$ cat src/rtl/gwr_pkg.sv
// Shared constants, codes and types of the grid wall ray caster.
package gwr_pkg;

   localparam int MAP_SIDE    = 64;
   localparam int MAP_BITS    = 6;
   localparam int CELL_BITS   = 2 * MAP_BITS;
   localparam int CELL_COUNT  = MAP_SIDE * MAP_SIDE;
   localparam int FRAC_BITS   = 10;
   localparam int POS_W       = 16;
   localparam int ANGLE_BITS  = 12;
   localparam int PHASE_BITS  = 16;
   localparam int PHASE_SHIFT = PHASE_BITS - ANGLE_BITS;
   localparam int QUARTER_W   = 15;
   localparam int DIR_W       = 12;
   localparam int LINE_W      = 8;
   localparam int OFS_W       = 19;
   localparam int COORD_W     = 30;
   localparam int NUM_W       = 28;
   localparam int DEN_W       = 11;
   localparam int MUL_A_W     = 32;
   localparam int MUL_B_W     = 20;
   localparam int PROD_W      = MUL_A_W + MUL_B_W;
   localparam int RAD_W       = 36;
   localparam int ROOT_W      = RAD_W / 2;
   localparam int DIST_SHIFT  = FRAC_BITS - 9;
   localparam int DIST_W      = 16;
   localparam int TEX_W       = 10;
   localparam int CROSS_LIMIT = 2 * MAP_SIDE + 4;
   localparam int CROSS_W     = 8;
   localparam int CSR_W       = 7;
   localparam int REQ_W       = 64;
   localparam int RSP_W       = 32;
   localparam int SIN_LAST    = 5;

   localparam logic [31:0] SIN_C1 = 32'd1686629713;
   localparam logic [31:0] SIN_C3 = 32'd693598669;
   localparam logic [31:0] SIN_C5 = 32'd85569306;
   localparam logic [31:0] SIN_C7 = 32'd5026995;
   localparam logic [31:0] SIN_C9 = 32'd172272;

   localparam logic CMD_WRITE = 1'b0;
   localparam logic CMD_TRACE = 1'b1;
   localparam logic CSR_MAP_COLUMNS = 1'b0;
   localparam logic CSR_MAP_ROWS    = 1'b1;
   localparam logic STATUS_HIT = 1'b0;
   localparam logic STATUS_OOB = 1'b1;
   localparam logic [1:0] FACE_NORTH = 2'd0;
   localparam logic [1:0] FACE_EAST  = 2'd1;
   localparam logic [1:0] FACE_SOUTH = 2'd2;
   localparam logic [1:0] FACE_WEST  = 2'd3;

   typedef enum logic [3:0] {
      OP_NONE, OP_CLEAR, OP_WRITE, OP_LOAD, OP_SINE, OP_INIT, OP_DIST, OP_MUL_A,
      OP_MUL_B, OP_MUL_N, OP_DIV_GO, OP_ADVANCE, OP_HIT, OP_SQ_A, OP_SQ_B, OP_ROOT_GO
   } op_type;

   typedef enum logic [4:0] {
      ST_CLEAR, ST_IDLE, ST_SINE, ST_INIT, ST_DIST, ST_MUL_A, ST_MUL_B, ST_MUL_N,
      ST_DIV_GO, ST_DIV, ST_CHECK, ST_READ, ST_GIVE_UP, ST_SQ_A, ST_SQ_B,
      ST_ROOT_GO, ST_ROOT, ST_DONE
   } state_type;

   typedef struct packed {
      op_type     op;
      logic [2:0] sin_step;
      logic       sin_cos;
      logic       set_oob;
      logic       emit;
   } cmd_type;

   typedef struct packed {
      logic clear_last;
      logic div_done;
      logic root_done;
      logic oob;
      logic wall;
   } stat_type;

   function automatic logic [31:0] sin_coef(input logic [2:0] step);
      case (step)
         3'd1:    return SIN_C7;
         3'd2:    return SIN_C5;
         3'd3:    return SIN_C3;
         default: return SIN_C1;
      endcase
   endfunction

endpackage

$ cat src/rtl/gwr_ctrl.sv
// Controller: sequences map clearing, cell writes and ray traces.
module gwr_ctrl import gwr_pkg::*; (
   input  logic     clock,
   input  logic     reset,
   input  logic     req_tvalid,
   input  logic     req_command,
   output logic     req_tready,
   output logic     rsp_tvalid,
   input  logic     rsp_tready,
   output cmd_type  cmd,
   input  stat_type stat
);

   state_type          state_ff, state_in;
   logic [2:0]         sin_cnt_ff, sin_cnt_in;
   logic               sin_cos_ff, sin_cos_in;
   logic [CROSS_W-1:0] cross_ff, cross_in;
   logic               valid_ff, valid_in;

   always_ff @(posedge clock) begin
      if (reset) begin
         state_ff   <= ST_CLEAR;
         sin_cnt_ff <= '0;
         sin_cos_ff <= 1'b0;
         cross_ff   <= '0;
         valid_ff   <= 1'b0;
      end else begin
         state_ff   <= state_in;
         sin_cnt_ff <= sin_cnt_in;
         sin_cos_ff <= sin_cos_in;
         cross_ff   <= cross_in;
         valid_ff   <= valid_in;
      end
   end

   always_comb begin
      state_in     = state_ff;
      sin_cnt_in   = sin_cnt_ff;
      sin_cos_in   = sin_cos_ff;
      cross_in     = cross_ff;
      valid_in     = valid_ff && !rsp_tready;
      req_tready   = 1'b0;
      cmd.op       = OP_NONE;
      cmd.sin_step = sin_cnt_ff;
      cmd.sin_cos  = sin_cos_ff;
      cmd.set_oob  = 1'b0;
      cmd.emit     = 1'b0;
      case (state_ff)
         ST_CLEAR: begin
            cmd.op = OP_CLEAR;
            if (stat.clear_last) begin
               state_in = ST_IDLE;
            end
         end
         ST_IDLE: begin
            req_tready = 1'b1;
            if (req_tvalid) begin
               if (req_command == CMD_TRACE) begin
                  cmd.op     = OP_LOAD;
                  sin_cnt_in = '0;
                  sin_cos_in = 1'b1;
                  state_in   = ST_SINE;
               end else begin
                  cmd.op = OP_WRITE;
               end
            end
         end
         ST_SINE: begin
            cmd.op = OP_SINE;
            if (sin_cnt_ff == 3'(SIN_LAST)) begin
               sin_cnt_in = '0;
               if (sin_cos_ff) begin
                  sin_cos_in = 1'b0;
               end else begin
                  state_in = ST_INIT;
               end
            end else begin
               sin_cnt_in = sin_cnt_ff + 1'b1;
            end
         end
         ST_INIT: begin
            cmd.op   = OP_INIT;
            cross_in = '0;
            state_in = ST_DIST;
         end
         ST_DIST: begin
            cmd.op   = OP_DIST;
            state_in = ST_MUL_A;
         end
         ST_MUL_A: begin
            cmd.op   = OP_MUL_A;
            state_in = ST_MUL_B;
         end
         ST_MUL_B: begin
            cmd.op   = OP_MUL_B;
            state_in = ST_MUL_N;
         end
         ST_MUL_N: begin
            cmd.op   = OP_MUL_N;
            state_in = ST_DIV_GO;
         end
         ST_DIV_GO: begin
            cmd.op   = OP_DIV_GO;
            state_in = ST_DIV;
         end
         ST_DIV: begin
            if (stat.div_done) begin
               state_in = ST_CHECK;
            end
         end
         ST_CHECK: begin
            if (stat.oob) begin
               cmd.set_oob = 1'b1;
               state_in    = ST_DONE;
            end else begin
               state_in = ST_READ;
            end
         end
         ST_READ: begin
            if (stat.wall) begin
               cmd.op   = OP_HIT;
               state_in = ST_SQ_A;
            end else begin
               cmd.op = OP_ADVANCE;
               if (cross_ff == CROSS_W'(CROSS_LIMIT - 1)) begin
                  state_in = ST_GIVE_UP;
               end else begin
                  cross_in = cross_ff + 1'b1;
                  state_in = ST_DIST;
               end
            end
         end
         ST_GIVE_UP: begin
            cmd.set_oob = 1'b1;
            state_in    = ST_DONE;
         end
         ST_SQ_A: begin
            cmd.op   = OP_SQ_A;
            state_in = ST_SQ_B;
         end
         ST_SQ_B: begin
            cmd.op   = OP_SQ_B;
            state_in = ST_ROOT_GO;
         end
         ST_ROOT_GO: begin
            cmd.op   = OP_ROOT_GO;
            state_in = ST_ROOT;
         end
         ST_ROOT: begin
            if (stat.root_done) begin
               state_in = ST_DONE;
            end
         end
         ST_DONE: begin
            if (!valid_ff || rsp_tready) begin
               cmd.emit = 1'b1;
               valid_in = 1'b1;
               state_in = ST_IDLE;
            end
         end
         default: begin
            state_in = ST_IDLE;
         end
      endcase
   end

   assign rsp_tvalid = valid_ff;

endmodule

$ cat config.mk
export PLATFORM = sky130hd
export DESIGN_NAME = gwr_ctrl
export DESIGN_NICKNAME = d
export VERILOG_FILES = /design/src/rtl/gwr_pkg.sv /design/src/rtl/gwr_ctrl.sv
export SDC_FILE = /design/constraint.sdc
export NUM_CORES = 1
export LEC_CHECK = 0
export BUFFER_PORTS_ARGS = -buffer_cell sky130_fd_sc_hd__buf_4
export CORE_MARGIN = 10
export CORE_UTILIZATION = 50
export DETAILED_ROUTE_END_ITERATION = 10
export PLACE_DENSITY = 0.73
export SYNTH_ARGS = -nofsm -noshare
export SYNTH_HDL_FRONTEND = slang
export SYNTH_SLANG_ARGS = --single-unit
$ cat constraint.sdc
create_clock -name clock -period 3.2 [get_ports clock]
set_clock_uncertainty 0.1 [all_clocks]
set_input_delay 0.32 -clock clock [delete_from_list [all_inputs] [get_ports clock]]
set_output_delay 0.32 -clock clock [all_outputs]
set_load 0.005 [all_outputs]
# == Word-level counts from Yosys, hierarchy flattened ==
# Cells that the tools add are included.
# word_totals
reg_bits,18
inputBits,10
word_cells,81
# classes
n_addsub,2
eq_ne,29
n_mux,34
n_reduce_logical,11
# ops
cell,n
5-bit case mux with 18 select lines,1
4-bit case mux with 13 select lines,1
5-bit 2-to-1 mux,9
"5-bit by 4-bit == test with 1-bit output, second input constant",8
"5-bit by 3-bit == test with 1-bit output, second input constant",4
"2-bit inequality test, second input constant",10
8-bit 2-to-1 mux,2
8-bit case mux with 2 select lines,1
3-bit 2-to-1 mux,4
"5-bit by 2-bit == test with 1-bit output, second input constant",2
"5-bit == test, second input constant",2
1-bit 2-to-1 mux,10
"8-bit by 1-bit adder with 8-bit output, second input constant",1
"8-bit == test, second input constant",1
4-bit 2-to-1 mux,2
8-bit AND reduction,1
3-bit case mux with 2 select lines,1
3-bit AND reduction,2
"5-bit by 1-bit == test with 1-bit output, second input constant",1
5-bit logical NOT,1
1-bit case mux with 2 select lines,2
4-bit AND reduction,1
2-bit nonzero test,2
"3-bit by 1-bit adder with 3-bit output, second input constant",1
5 further kinds,6

# == Logic depth before layout (Yosys ltp) ==
# depth
depth_word,4
ltp_mapped,7
depth_no_buf,6

# == Least setup slack after synthesis ==
# OpenSTA, ideal clock, no wires.
# synth_timing
kind,flip-flop to output port
from,reg state_ff[1]
to,out cmd[8] (netlist bit)
arrival_time_ns,1.323
required_ns,2.780
slack_ns,1.457
stages_incl_launch_ff,6
path_buffers,1
path_cell_list,dfxtp_1 > buf_2 > nand2_1 > inv_1 > o22ai_1 > a2111oi_0
# synth_lines
item,line_no,source
from (decl),gwr_ctrl.sv:14,"state_type state_ff, state_in;"
from (signal assigned),gwr_ctrl.sv:28,state_ff <= state_in;
to (decl),gwr_ctrl.sv:10,"output cmd_type cmd,"

==> impl_results.md <==
* CTS Hold Buffers Added at 0
* Tightest Pin Transition at 909 ps
* Crit path launch: state_ff[3]$_SDFFE_PP0P_
* Area Overhead vs Synth at 13.2%
* Mean area per synthesized cell at 7.78 µm²
* Initial Util at 0.544
* Layout cells sized above 1 at 0.185
* Routed vias at 1,237
* DR pass1 iterations at 4
* Final antenna-violating net count at 0
* Vias in the first global route at 1,151
* Antenna violations before repair at 0
* YS warnings at 0
* Fin crit period at 2530 ps
* Power per cell area at 600 nW/µm²
* Slack of the worst reg-to-reg path at 1010 ps
* Setup crit end kind: output port
* DP HPWL at 2180 µm
* Die Span Y at 69.8 µm
* Peak supply drop at 0.424 mV
* Post-route DRC violation count at 0
* Max_slew headroom at 0.393
* Area leader, netlist: dfxtp_1
* Die area at 4870 µm²
* Starting DRT DRC Count at 111
* Final Max Slew Viols at 0
* Max Clk Rate at 0.395 GHz
* Register area at 360 µm²
* EDFF count, synth at 0
* Cell count of the worst reg-to-reg path at 5
* Largest net degree at the start of global routing at 29
* Share of the synthesized area in the top cell type at 0.291
* Register area share after synthesis at 0.291
* Routed WL at 3100 µm
* CP Class: reg2out
* Leakage power at 0.516 nW
* Row cnt at 17
* Clock Latency Late Sink at 300 ps
* Multi-input gate area at 801 µm²
* Setup tns final at 0 ps
* Primary FF master, synth: dfxtp_1
* H-tree lvl count at 1
* Critical Path Fanout Max at 28
* WL/cell at 15.4 µm
* Reg2reg end: cross_ff[3]$_SDFFE_PP0P_
* WP data arrival at 2110 ps
* I/O pins at 22
* Fill cell count at 206
* Distinct cells, synth at 49
* Ant. Diodes at 0
* Worst R2R Start: state_ff[3]$_SDFFE_PP0P_
* Final setup viols at 0
* First-pass GRT wire length at 5260 µm
* Post-Syn Area at 1240 µm²
* Core Util, Final at 0.616
* Die Wd at 69.8 µm
* Core ar. at 2280 µm²
* Register bit total from synthesis at 18
* Clk buf depth at 2
* TritonCTS clock tree: done
* Synth area leaders: dfxtp_1 29%, nor2_1 6.7%, a21oi_1 5.7%
* MaxCap Viol Count at 0
* Critical Path RT at 2780 ps
* PostCTS Resize Cnt at 0
* Gr ovfl total at 0
* CTS root buf: clkbuf_4
* Post-synth top cells: 22 x nor2_1, 18 x dfxtp_1, 14 x a21oi_1
* Fin. Hold Viols at 0
* Synth Instances at 159
* Crit path to: cmd[6]
* Async SR Flop Fraction at 0
* CTS sink cnt at 18
* Gr usage total at 0.123
* Count leader, synth: nor2_1
* Inserted Clock Buffers at 3
* Startpoint types: register
* GP Congestion at 0.781
* Mapped Nets at 170
* Layout Nets at 185
* Post-CTS Setup Inserts at 0
* Hold Crit Class: in2reg
* Total power at 0.841 mW
* RSZ-0062 raised after global routing: false
* Via density at 6.15
* CTS clk-pin slew, worst paths at 110 ps
* Status: finished, final reports clean
* Final period util at 0.791
* IO Port Bufs at 21
==> per-layer routing <==
metal  up-vias  wire, µm  track usage
met4         0        28       0.0391
met5         -         0            0
met2        37      1380        0.189
li1        615         -            -
met3         5       188       0.0399
met1       580      1500        0.156
==> through the flow <==
step	hold slack, ps	cell area (µm²)	std cells	worst slack [ps]
floorplan	289	1240	159	1460
global placement	384	1370	197	1130
detailed placement	407	1370	197	1080
CTS	194	1400	201	720
global route	216	1400	201	446
finish	194	1400	201	670
==> cell type report <==
cell class | instances | share of cell area
well taps | 28 | 0.0250
repair buffers | 21 | 0.113
flip-flops and latches | 18 | 0.257
clock buffers | 4 | 0.0259
inverters | 3 | 0.00804
multi-input cells | 127 | 0.571
==> power by group <==
part / internal (mW) / switching (mW) / total [mW]
Sequential: 0.245 / 0.0825 / 0.327
Clock: 0.0695 / 0.0794 / 0.149
Combinational: 0.190 / 0.175 / 0.365
==> sequential cells by signal (all words and copies together), names as in the netlist <==
signal and cells:
cross_ff 8, state_ff 5, sin_cnt_ff 3, rsp_tvalid 1, sin_cos_ff 1
==> worst max-delay path: stages, from the launching register on <==
cell	delay (ps)
dfxtp_1	930
nor3_2	180
and2_1	210
nand3_1	160
o221ai_1	140
buf_4	170
==> cell families (layout without fill, tap and decap cells) <==
family / Yosys count / after routing / synth area share
buffers and inverters: 14 / 28 / 0.0617
and+or+nand+nor: 80 / 80 / 0.367
xor gates and xnor gates: 3 / 3 / 0.0212
muxes: 3 / 3 / 0.0243
DFF: 18 / 18 / 0.291
adders and majority gates: 1 / 1 / 0.0101
AOI/OAI and AO/OA: 40 / 40 / 0.224
==> placed cells by master, fill, tap and decap left out, types with 3 or more instances in the layout <==
master,instances
and2_1,3
nor2b_1,4
buf_4,21
a21oi_1,14
nor2_1,22
o21ai_0,6
nand2_1,11
mux2i_1,3
dfxtp_1,18
nand2b_1,8
clkbuf_4,3
xor2_1,3
nand3_1,8
nor3_1,6
a311oi_1,3
==> how the worst min path moves through the flow <==
stage | slack [ps] | end | cells past startpoint | start
6_report | 190 | rsp_tvalid$_SDFF_PP0_ | 3 | rsp_tready
5_1_grt | 220 | rsp_tvalid$_SDFF_PP0_ | 3 | rsp_tready
4_1_cts | 190 | rsp_tvalid$_SDFF_PP0_ | 3 | rsp_tready
3_5_place_dp | 410 | cross_ff[7]$_SDFFE_PP0P_ | 2 | cross_ff[7]$_SDFFE_PP0P_
3_3_place_gp | 380 | rsp_tvalid$_SDFF_PP0_ | 2 | rsp_tvalid$_SDFF_PP0_
2_1_floorplan | 290 | sin_cnt_ff[0]$_SDFFE_PP0P_ | 1 | reset
No activity file was read; power rests on OpenSTA's default activity.
